## config.mk

```make
export PLATFORM = sky130hd
export DESIGN_NAME = ordered_list_positional_insert_flat
export DESIGN_NICKNAME = d
export VERILOG_FILES = /design/src/rtl/core/olpi_pkg.sv /design/src/rtl/core/olpi_in_if.sv /design/src/rtl/core/olpi_out_if.sv /design/src/rtl/core/olpi_ctrl.sv /design/src/rtl/core/olpi_dp.sv /design/src/rtl/core/ordered_list_positional_insert.sv /design/src/flat_wrapper.sv
export SDC_FILE = /design/constraint.sdc
export NUM_CORES = 1
export LEC_CHECK = 0
export ABC_AREA = 1
export BUFFER_PORTS_ARGS = -buffer_cell sky130_fd_sc_hd__buf_2
export CAP_MARGIN = 20
export CELL_PAD_IN_SITES_DETAIL_PLACEMENT = 1
export CELL_PAD_IN_SITES_GLOBAL_PLACEMENT = 2
export CORE_MARGIN = 10
export CORE_UTILIZATION = 29
export CTS_CLUSTER_SIZE = 28
export DETAILED_ROUTE_END_ITERATION = 16
export PLACE_DENSITY = 0.62
export SLEW_MARGIN = 10
export SYNTH_ARGS = -nofsm -noshare
export SYNTH_HDL_FRONTEND = slang
export SYNTH_SLANG_ARGS = --single-unit
```

## constraint.sdc

```tcl
create_clock -name clk -period 9.37 [get_ports clk]
set_input_delay 1.4055 -clock clk [delete_from_list [all_inputs] [get_ports clk]]
set_output_delay 1.4055 -clock clk [all_outputs]
set_load 0.01 [all_outputs]
```

## src/rtl/core/olpi_pkg.sv

```systemverilog
`timescale 1ns / 1ps
package olpi_pkg;

  localparam int STORE_DEPTH = 16;
  localparam int OP_W        = 2;
  localparam int VAL_W       = 16;
  localparam int POS_W       = 8;
  localparam int IDX_OUT_W   = 4;

  typedef enum logic [OP_W-1:0] {
    OP_FRONT = 2'd0,
    OP_END   = 2'd1,
    OP_POS   = 2'd2
  } op_t;

  typedef enum logic [1:0] {
    ST_IDLE,
    ST_INSERT,
    ST_EMIT
  } state_t;

  // controller to datapath
  typedef struct packed {
    logic capture;
    logic insert;
    logic load;
  } cmd_t;

  // datapath to controller
  typedef struct packed {
    logic out_hold;
    logic last;
  } stat_t;

endpackage

```

## src/rtl/core/olpi_in_if.sv

```systemverilog
`timescale 1ns / 1ps
interface olpi_in_if;
  import olpi_pkg::*;

  logic             valid;
  logic             ready;
  logic [OP_W-1:0]  opcode;
  logic [VAL_W-1:0] item_value;
  logic [POS_W-1:0] insert_pos;

  modport source (output valid, output opcode, output item_value, output insert_pos,
                  input ready);
  modport sink (input valid, input opcode, input item_value, input insert_pos,
                output ready);
endinterface

```

## src/rtl/core/olpi_out_if.sv

```systemverilog
`timescale 1ns / 1ps
interface olpi_out_if;
  import olpi_pkg::*;

  logic                 valid;
  logic                 ready;
  logic [VAL_W-1:0]     elem_value;
  logic [IDX_OUT_W-1:0] elem_index;
  logic                 last_elem;
  logic                 insert_rejected;

  modport source (output valid, output elem_value, output elem_index, output last_elem,
                  output insert_rejected, input ready);
  modport sink (input valid, input elem_value, input elem_index, input last_elem,
                input insert_rejected, output ready);
endinterface

```

## src/rtl/core/olpi_ctrl.sv

```systemverilog
`timescale 1ns / 1ps
module olpi_ctrl (
  input  logic           clk,
  input  logic           rst_n,
  input  logic           in_valid,
  output logic           in_ready,
  input  olpi_pkg::stat_t stat,
  output olpi_pkg::cmd_t  cmd
);
  import olpi_pkg::*;

  state_t state_r;
  state_t state_nxt;

  always_ff @(posedge clk) begin
    if (!rst_n) begin
      state_r <= ST_IDLE;
    end else begin
      state_r <= state_nxt;
    end
  end

  always_comb begin
    state_nxt = state_r;
    unique case (state_r)
      ST_IDLE: begin
        if (in_valid) begin
          state_nxt = ST_INSERT;
        end
      end
      ST_INSERT: begin
        state_nxt = ST_EMIT;
      end
      ST_EMIT: begin
        // leave once the final element sits in the output register
        if (!stat.out_hold && stat.last) begin
          state_nxt = ST_IDLE;
        end
      end
      default: begin
        state_nxt = ST_IDLE;
      end
    endcase
  end

  always_comb begin
    in_ready    = 1'b0;
    cmd.capture = 1'b0;
    cmd.insert  = 1'b0;
    cmd.load    = 1'b0;
    unique case (state_r)
      ST_IDLE: begin
        in_ready    = 1'b1;
        cmd.capture = in_valid;
      end
      ST_INSERT: begin
        cmd.insert = 1'b1;
      end
      ST_EMIT: begin
        cmd.load = !stat.out_hold;
      end
      default: begin
        in_ready = 1'b0;
      end
    endcase
  end

endmodule

```

## src/rtl/core/olpi_dp.sv

```systemverilog
`timescale 1ns / 1ps
module olpi_dp #(
  parameter int CAPACITY = 16
) (
  input  logic                           clk,
  input  logic                           rst_n,
  input  olpi_pkg::cmd_t                 cmd,
  output olpi_pkg::stat_t                stat,
  input  logic [olpi_pkg::OP_W-1:0]      in_opcode,
  input  logic [olpi_pkg::VAL_W-1:0]     in_item_value,
  input  logic [olpi_pkg::POS_W-1:0]     in_insert_pos,
  output logic                           out_valid,
  input  logic                           out_ready,
  output logic [olpi_pkg::VAL_W-1:0]     out_elem_value,
  output logic [olpi_pkg::IDX_OUT_W-1:0] out_elem_index,
  output logic                           out_last_elem,
  output logic                           out_insert_rejected
);
  import olpi_pkg::*;

  // usable depth saturates at the width of elem_index
  localparam int EFF_CAP = (CAPACITY < STORE_DEPTH) ? CAPACITY : STORE_DEPTH;
  localparam int IDX_W   = $clog2(EFF_CAP);
  localparam int CNT_W   = $clog2(EFF_CAP + 1);

  logic [OP_W-1:0]  op_r;
  logic [VAL_W-1:0] val_r;
  logic [POS_W-1:0] pos_r;
  logic [CNT_W-1:0] count_r;
  logic [VAL_W-1:0] store_r [EFF_CAP];
  logic             rej_r;
  logic [IDX_W-1:0] emit_idx_r;

  logic                 out_valid_r;
  logic [VAL_W-1:0]     out_value_r;
  logic [IDX_OUT_W-1:0] out_index_r;
  logic                 out_last_r;
  logic                 out_rej_r;

  logic             full;
  logic             ins_en;
  logic [CNT_W-1:0] ins_pos;
  logic             last;

  assign full   = (count_r == CNT_W'(EFF_CAP));
  assign ins_en = cmd.insert && !full;
  assign last   = ((CNT_W'(emit_idx_r) + CNT_W'(1)) == count_r);

  always_comb begin
    unique case (op_r)
      OP_FRONT: ins_pos = '0;
      OP_END:   ins_pos = count_r;
      default: begin
        // positional, also the unused code
        if (pos_r >= POS_W'(count_r)) begin
          ins_pos = count_r;
        end else begin
          ins_pos = pos_r[CNT_W-1:0];
        end
      end
    endcase
  end

  always_ff @(posedge clk) begin
    if (cmd.capture) begin
      op_r  <= in_opcode;
      val_r <= in_item_value;
      pos_r <= in_insert_pos;
    end
  end

  always_ff @(posedge clk) begin
    if (!rst_n) begin
      count_r <= '0;
    end else if (ins_en) begin
      count_r <= count_r + CNT_W'(1);
    end
  end

  // each entry takes the new word, its lower neighbor, or holds
  always_ff @(posedge clk) begin
    if (ins_en) begin
      if (ins_pos == '0) begin
        store_r[0] <= val_r;
      end
      for (int i = 1; i < EFF_CAP; i++) begin
        if (CNT_W'(i) == ins_pos) begin
          store_r[i] <= val_r;
        end else if (CNT_W'(i) > ins_pos && CNT_W'(i) <= count_r) begin
          store_r[i] <= store_r[i-1];
        end
      end
    end
  end

  always_ff @(posedge clk) begin
    if (cmd.insert) begin
      rej_r <= full;
    end
  end

  always_ff @(posedge clk) begin
    if (!rst_n) begin
      emit_idx_r <= '0;
    end else if (cmd.insert) begin
      emit_idx_r <= '0;
    end else if (cmd.load) begin
      emit_idx_r <= emit_idx_r + IDX_W'(1);
    end
  end

  always_ff @(posedge clk) begin
    if (!rst_n) begin
      out_valid_r <= 1'b0;
    end else if (cmd.load) begin
      out_valid_r <= 1'b1;
    end else if (out_ready) begin
      out_valid_r <= 1'b0;
    end
  end

  always_ff @(posedge clk) begin
    if (cmd.load) begin
      out_value_r <= store_r[emit_idx_r];
      out_index_r <= IDX_OUT_W'(emit_idx_r);
      out_last_r  <= last;
      out_rej_r   <= rej_r;
    end
  end

  assign stat.out_hold = out_valid_r && !out_ready;
  assign stat.last     = last;

  assign out_valid           = out_valid_r;
  assign out_elem_value      = out_value_r;
  assign out_elem_index      = out_index_r;
  assign out_last_elem       = out_last_r;
  assign out_insert_rejected = out_rej_r;

endmodule

```

## src/rtl/core/ordered_list_positional_insert.sv

```systemverilog
`timescale 1ns / 1ps
// channel   dir  handshake        word
// in_ch     in   valid / ready    opcode, item_value, insert_pos
// out_ch    out  valid / ready    elem_value, elem_index, last_elem, insert_rejected
//
// for a list of n elements after the insert, one word runs through accept, the parallel
// shift-insert, then one output-register load per element
// the final element may still wait in the output register while the next word is taken
// a stall on out_ch holds the listing in place; in_ch is ready only between listings
// rst_n is synchronous; it empties the list, element values are not cleared
module ordered_list_positional_insert #(
  parameter int CAPACITY = 16
) (
  input  logic       clk,
  input  logic       rst_n,
  olpi_in_if.sink    in_ch,
  olpi_out_if.source out_ch
);
  import olpi_pkg::*;

  cmd_t  cmd;
  stat_t stat;

  olpi_ctrl u_ctrl (
    .clk      (clk),
    .rst_n    (rst_n),
    .in_valid (in_ch.valid),
    .in_ready (in_ch.ready),
    .stat     (stat),
    .cmd      (cmd)
  );

  olpi_dp #(
    .CAPACITY (CAPACITY)
  ) u_dp (
    .clk                 (clk),
    .rst_n               (rst_n),
    .cmd                 (cmd),
    .stat                (stat),
    .in_opcode           (in_ch.opcode),
    .in_item_value       (in_ch.item_value),
    .in_insert_pos       (in_ch.insert_pos),
    .out_valid           (out_ch.valid),
    .out_ready           (out_ch.ready),
    .out_elem_value      (out_ch.elem_value),
    .out_elem_index      (out_ch.elem_index),
    .out_last_elem       (out_ch.last_elem),
    .out_insert_rejected (out_ch.insert_rejected)
  );

endmodule

```

## src/flat_wrapper.sv

```systemverilog
// flat-port wrapper written by rule: the top's interface ports become plain ports
module ordered_list_positional_insert_flat import olpi_pkg::*;
#(
  parameter int CAPACITY = 16
)
  (clk, rst_n, in_ch_valid, in_ch_opcode, in_ch_item_value, in_ch_insert_pos, in_ch_ready, out_ch_valid, out_ch_elem_value, out_ch_elem_index, out_ch_last_elem, out_ch_insert_rejected, out_ch_ready);
  olpi_in_if in_ch_i ();
  olpi_out_if out_ch_i ();
  input  logic clk;
  input  logic rst_n;
  input wire logic [$bits(in_ch_i.valid)-1:0] in_ch_valid;
  input wire logic [$bits(in_ch_i.opcode)-1:0] in_ch_opcode;
  input wire logic [$bits(in_ch_i.item_value)-1:0] in_ch_item_value;
  input wire logic [$bits(in_ch_i.insert_pos)-1:0] in_ch_insert_pos;
  output wire logic [$bits(in_ch_i.ready)-1:0] in_ch_ready;
  output wire logic [$bits(out_ch_i.valid)-1:0] out_ch_valid;
  output wire logic [$bits(out_ch_i.elem_value)-1:0] out_ch_elem_value;
  output wire logic [$bits(out_ch_i.elem_index)-1:0] out_ch_elem_index;
  output wire logic [$bits(out_ch_i.last_elem)-1:0] out_ch_last_elem;
  output wire logic [$bits(out_ch_i.insert_rejected)-1:0] out_ch_insert_rejected;
  input wire logic [$bits(out_ch_i.ready)-1:0] out_ch_ready;
  assign in_ch_i.valid = in_ch_valid;
  assign in_ch_i.opcode = in_ch_opcode;
  assign in_ch_i.item_value = in_ch_item_value;
  assign in_ch_i.insert_pos = in_ch_insert_pos;
  assign in_ch_ready = in_ch_i.ready;
  assign out_ch_valid = out_ch_i.valid;
  assign out_ch_elem_value = out_ch_i.elem_value;
  assign out_ch_elem_index = out_ch_i.elem_index;
  assign out_ch_last_elem = out_ch_i.last_elem;
  assign out_ch_insert_rejected = out_ch_i.insert_rejected;
  assign out_ch_i.ready = out_ch_ready;
  ordered_list_positional_insert #(.CAPACITY(CAPACITY)) u_core (.clk(clk), .rst_n(rst_n), .in_ch(in_ch_i), .out_ch(out_ch_i));
endmodule
```

==> results of run 1 <==
[through the flow]
| stage | total power (W) | std cells | hold slack, ns | util |
|---|---|---|---|---|
| floorplan | 0.00183 | 1755 | 0.400 | - |
| global placement | 0.00196 | 2467 | 0.428 | 0.309 |
| detailed placement | 0.00196 | 2469 | 0.423 | 0.310 |
| CTS | 0.00353 | 2542 | 0.437 | 0.333 |
| global route | 0.00362 | 2542 | 0.462 | 0.333 |
| finish | 0.00347 | 2542 | 0.435 | 0.333 |
[final cells by class]
type / count / share of cell area
tap: 748 / 0.0511
clock inverter: 19 / 0.0105
multi-input combinational: 1154 / 0.303
sequential: 317 / 0.514
inverter: 165 / 0.0338
timing repair buffer: 85 / 0.0282
clock buffer: 54 / 0.0593
[cell families (layout without fill, tap and decap cells)]
kind of cell / Yosys count / in the layout / synth area share
AO/OA/AOI/OAI: 456 / 456 / 0.148
XOR/XNOR: 4 / 4 / 0.00218
adder cells (fa/ha/maj): 9 / 9 / 0.00701
buffers and inverters: 284 / 323 / 0.0718
flip-flops: 317 / 317 / 0.585
AND/OR/NAND/NOR: 685 / 685 / 0.186
[registers in the layout, summed over array words and instances, names as in the netlist]
signal,cells
u_core.u_dp.rej_r,1
u_core.u_dp.out_valid,1
u_core.u_ctrl.state_r,2
u_core.u_dp.pos_r,8
u_core.u_dp.out_insert_rejected,1
u_core.u_dp.emit_idx_r,4
u_core.u_dp.op_r,2
u_core.u_dp.out_elem_index,4
u_core.u_dp.count_r,5
u_core.u_dp.out_last_elem,1
u_core.u_dp.val_r,16
u_core.u_dp.out_elem_value,16
u_core.u_dp.store_r,256
[Yosys cell counts (2+ instances only)]
cell type	number	share of area
nand2_1	457	0.11
clkbuf_1	74	0.017
buf_2	22	0.0069
o21ai_4	2	0.0020
inv_2	9	0.0021
nand3_2	4	0.0025
nor3_1	6	0.0019
nand2_2	12	0.0047
buf_6	5	0.0035
o22ai_1	3	0.0012
inv_1	155	0.036
nor2_4	4	0.0028
xor2_1	2	0.0011
o31ai_1	4	0.0019
a21oi_1	135	0.042
nand3_4	2	0.0022
o21ai_0	264	0.082
dfxtp_1	12	0.015
o221ai_1	13	0.0071
o21ai_1	30	0.0093
nor2_1	29	0.0068
nand4_1	20	0.0078
buf_4	6	0.0028
o211ai_1	2	0.00093
buf_1	11	0.0026
nor2_2	4	0.0016
xnor2_1	2	0.0011
nand2_4	5	0.0035
ha_1	9	0.0070
nor4_1	2	0.00078
edfxtp_1	305	0.57
nand3_1	136	0.042
[worst reg2reg max path, stage by stage, from the launching register on]
cell	delay, ns
dfxtp_1	0.53
inv_2	0.16
ha_1	0.31
nand2_1	0.07
nor2_1	0.12
nor2_1	0.05
nand2_1	0.06
nand2_2	0.07
nand2_4	0.12
inv_2	0.07
nand2_1	0.07
nand2_2	0.10
nand2_1	0.18
nand2_2	0.14
nand2_1	0.11
nand3_2	0.53
nand2_1	1.00
[layer usage]
metal,global-route usage,routed length (um)
met2,0.260,24400
met5,0,0
met3,0.0217,1990
met4,0.0407,1030
met1,0.220,25400
[power by group]
part / switching (W) / internal [W] / total, W
Clock: 0.000621 / 0.000922 / 0.00154
Sequential: 0.0000503 / 0.00159 / 0.00164
Combinational: 0.000198 / 0.0000848 / 0.000283
Total: 0.000870 / 0.00260 / 0.00347
[worst max path at each step]
stage / startpoint / to / slack (ns) / depth (start not counted)
after CTS: u_core.u_dp.count_r[2] / u_core.u_dp.store_r[14][10] / 5.17 / 16
after global routing: u_core.u_dp.count_r[2] / u_core.u_dp.store_r[14][10] / 4.83 / 16
after floorplan: in_ch_valid / u_core.u_dp.op_r[0] / 5.69 / 2
after detailed placement: u_core.u_dp.count_r[2] / u_core.u_dp.store_r[14][7] / 5.19 / 16
after global placement: u_core.u_dp.count_r[2] / u_core.u_dp.store_r[14][7] / 5.27 / 15
final: u_core.u_dp.count_r[2] / u_core.u_dp.store_r[14][10] / 5.29 / 16
==> impl_metrics.tcl, run 1 <==
set metrics [dict create \
    via_per_inst 4.88 \
    crit_buf_inv 2 \
    core_sq_um 55000 \
    ir_drop_mv 0.117 \
    syn2layout_area_growth_pct 13.8 \
    relSlewSlack 0.301 \
    yosysSeqAreaShare 0.585 \
    crit_path_cell_trace "inv_2 > ha_1 > nand2_1 > nor2_1 > nor2_1 > nand2_1 > nand2_2 > nand2_4 > inv_2 > nand2_1 > nand2_2 > nand2_1 > nand2_2 > nand2_1 > nand3_2 > nand2_1" \
    regToRegStartpoint "u_core.u_dp.count_r[2]" \
    mostFrequentLayoutCells "nand2_1, edfxtp_1, o21ai_0, inv_1, nand3_1" \
    wl_per_cell_um 20.8 \
    clockBufferDepth 3 \
    yosysWarningCount 0 \
    timing.rr.end "u_core.u_dp.store_r[14][10]" \
    rsz0062_at_grt "false" \
    n_antenna_cell 0 \
    endpoint_kind "flip-flop" \
    syn_nets 1794 \
    tritoncts "done" \
    hold_class "flip-flop to flip-flop" \
    fill_cells 6330 \
    ys_seq_elements 317 \
    dp_hpwl_um 36400 \
    holdBufCountCts 0 \
    port_buffers 53 \
    tns_ns 0 \
    slew_viol_final 0 \
    mostFrequentLayoutCell "nand2_1" \
    postSynth.asyncResetShare 0 \
    p_leak_nw 7.20 \
    slowest_delay_ns 0.99 \
    cp-start-kind "flip-flop" \
    cts.repair.resized 0 \
    die_h_um 255 \
    wirelength_um 52800 \
    preCtsSetupSlack_ns 5.19 \
    fin_crit_ns 4.08 \
    final_cell_area_sq_um 18300 \
    worstMarginPinSlew_ns 1.05 \
    multiInputGateArea_sq_um 5540 \
    root_buffer "clkbuf_16" \
    fin_skew_ns 0.0124 \
    cp.required_ns 9.54 \
    grt_pass1_vias 13000 \
    cts_buffers 41 \
    setup_viol 0 \
    fin_ws_ns 5.29 \
    synth_ff_type "edfxtp_1" \
    critPathSlowestCell "nand2_1" \
    cp_top_family "simple AND/OR/NAND/NOR gates" \
    syn_avg_cell_area_sq_um 9.16 \
    cap_violations 0 \
    min_period_over_period 0.435 \
    clk_latency_ns 0.55 \
    vias 12400 \
    worstPathArrival_ns 4.25 \
    crit_type "flip-flop to flip-flop" \
    pin_count 54 \
    hold_start "u_core.u_dp.emit_idx_r[3]" \
    clock_sinks 317 \
    drt-pass1-iter-count 5 \
    post_dp_cell_area_sq_um 17000 \
    ant_nets 0 \
    final_layout_size_suffix_gt1_frac 0.108 \
    grt_pass1_wl_um 81900 \
    die_area_sq_um 65200 \
    seq_area_sq_um 9410 \
    start_util 0.292 \
    cts_setup_buffers 0 \
    antenna_found_initial 1 \
    synth.distinct_cells 41 \
    hold_violations 0 \
    gp_congestion 0.815 \
    rows 86 \
    r2r_slack_ns 5.29 \
    grt_max_degree 81 \
    finalNetCount 1803 \
    path_common_cell "nand2_1" \
    hold_path_end "u_core.u_dp.out_elem_index[3]" \
    status "finished clean" \
    netlist_area_sq_um 16100 \
    synth_edf_count 305 \
    rr_worst_depth 16 \
    drt-initial-drc-count 763 \
    grt_util_all_layers 0.160 \
    min_path_cells 0 \
    syn_inst 1755 \
    power_density_nw_per_um2 190 \
    clk_pin_slew_ns 0.06 \
    clock.fmax_mhz 245 \
    crit_path_max_fanout 33 \
    cts_htree_levels 2 \
    drc 0 \
    die_x_um 255 \
    grt_overflow_total 0 \
]
(Power assumes the default switching activity.)
==> inputs of run 2 (changes only) <==
Settings changed: PLACE_DENSITY 0.62 to 0.65.
Clock period 9.37 ns to 3.65 ns, I/O delays scaled along.
==> run 2 against run 1 <==
Effect of this change: hold slack got worse by 0.27 ns; die area is the same; critical path depth is 1 higher; critical endpoint is now u_core.u_dp.store_r[9][0]; design area is 0.22% higher.
==> impl_metrics.tcl, run 2 (synthesis results as in run 1) <==
set metrics [dict create \
    final_layout_size_suffix_gt1_frac 0.112 \
    grt_pass1_vias 13000 \
    hold_class "input pin to flip-flop" \
    fin_skew_ns 0.0240 \
    antenna_found_initial 1 \
    grt_overflow_total 0 \
    mostFrequentLayoutCells "nand2_1, edfxtp_1, o21ai_0, inv_1, nand3_1" \
    tritoncts "done" \
    ir_drop_mv 0.345 \
    dp_hpwl_um 35000 \
    rows 86 \
    min_period_over_period 0.878 \
    gp_congestion 0.821 \
    clock.fmax_mhz 312 \
    clk_pin_slew_ns 0.06 \
    grt_util_all_layers 0.152 \
    setup_viol 0 \
    multiInputGateArea_sq_um 5540 \
    root_buffer "clkbuf_16" \
    preCtsSetupSlack_ns 0.406 \
    cp.required_ns 3.88 \
    mostFrequentLayoutCell "nand2_1" \
    cts_htree_levels 2 \
    die_h_um 255 \
    tns_ns 0 \
    p_leak_nw 7.23 \
    hold_violations 0 \
    fin_crit_ns 3.20 \
    cp-start-kind "flip-flop" \
    drc 0 \
    largest_reg_flops 256 \
    power_density_nw_per_um2 474 \
    die_x_um 255 \
    die_area_sq_um 65200 \
    top_register "u_core.u_dp.store_r" \
    grt_pass1_wl_um 78900 \
    clock_sinks 317 \
    wl_per_cell_um 19.6 \
    clk_latency_ns 0.56 \
    via_per_inst 4.89 \
    holdBufCountCts 0 \
    cap_violations 0 \
    postLayoutCoreUtil 0.334 \
    core_sq_um 55000 \
    clockBufferDepth 3 \
    grt_max_degree 94 \
    cts_buffers 39 \
    endpoint_kind "flip-flop" \
    fill_cells 6312 \
    start_util 0.292 \
    port_buffers 53 \
    drt-pass1-iter-count 5 \
    pin_count 54 \
    crit_path_max_fanout 18 \
    syn2layout_area_growth_pct 14.1 \
    cts.repair.resized 0 \
    drt-initial-drc-count 717 \
    worstPathArrival_ns 3.44 \
    slew_viol_final 0 \
    vias 12500 \
    worstMarginPinSlew_ns 1.10 \
    fin_ws_ns 0.447 \
    crit_type "flip-flop to flip-flop" \
    seq_area_sq_um 9410 \
    finalNetCount 1814 \
    wirelength_um 50100 \
    cts_setup_buffers 0 \
    rsz0062_at_grt "false" \
    ant_nets 0 \
    status "finished clean" \
    relSlewSlack 0.267 \
]
run 2: critical path: stages, from the launching register on:
cell	delay [ns]
dfxtp_1	0.49
inv_1	0.13
ha_1	0.32
nand2_1	0.06
nand2_1	0.07
nand2_1	0.05
nand2_1	0.08
nand2_2	0.07
nand2_4	0.11
inv_2	0.06
nand2_1	0.07
nand2_2	0.11
nor2_2	0.23
nand2_1	0.16
nand2_4	0.22
nand3_4	0.22
o21ai_1	0.15
buf_4	0.26
run 2: final timing paths:
path	from	to	slack, ns	cells after the start
setup / recovery	u_core.u_dp.count_r[1]	u_core.u_dp.store_r[9][0]	0.45	17
hold reg to reg	u_core.u_dp.rej_r	u_core.u_dp.out_insert_rejected	0.47	0
setup reg to reg	u_core.u_dp.count_r[1]	u_core.u_dp.store_r[9][0]	0.45	17
hold / removal	in_ch_insert_pos[2]	u_core.u_dp.pos_r[2]	0.16	1
run 2: area by class of cell:
| cell class | instances | share of cell area |
|---|---|---|
| clock buffers | 54 | 0.0586 |
| diodes | 1 | 0.000136 |
| well taps | 748 | 0.0510 |
| clock inverters | 17 | 0.00689 |
| repair buffers | 98 | 0.0342 |
| flip-flops and latches | 317 | 0.513 |
| multi-input cells | 1154 | 0.302 |
| inverters | 165 | 0.0338 |
run 2: through the flow:
| stage | hold WS, ns | total power, W | cells | area [sq um] |
|---|---|---|---|---|
| after detailed placement | 0.462 | 0.00503 | 2482 | 17100 |
| after CTS | 0.126 | 0.00883 | 2553 | 18300 |
| after global routing | 0.144 | 0.00907 | 2553 | 18300 |
| final | 0.160 | 0.00869 | 2554 | 18300 |
| after global placement | 0.438 | 0.00501 | 2482 | 17100 |
| after floorplan | 0.400 | 0.00470 | 1755 | 16100 |
run 2: where the power goes:
part,internal [W],switching [W]
clock,0.00220,0.00156
combinational,0.000225,0.000501
sequential,0.00409,0.000121
run 2: layer usage:
| layer | vias to the layer above | wire length (um) | part of all wire | global-route usage |
|---|---|---|---|---|
| met5 | - | 0 | 0 | 0 |
| met4 | 0 | 991 | 0.020 | 0.0422 |
| met3 | 56 | 1710 | 0.034 | 0.0183 |
| met2 | 197 | 22800 | 0.46 | 0.244 |
| met1 | 6138 | 24500 | 0.49 | 0.212 |
| li1 | 6087 | - | - | - |
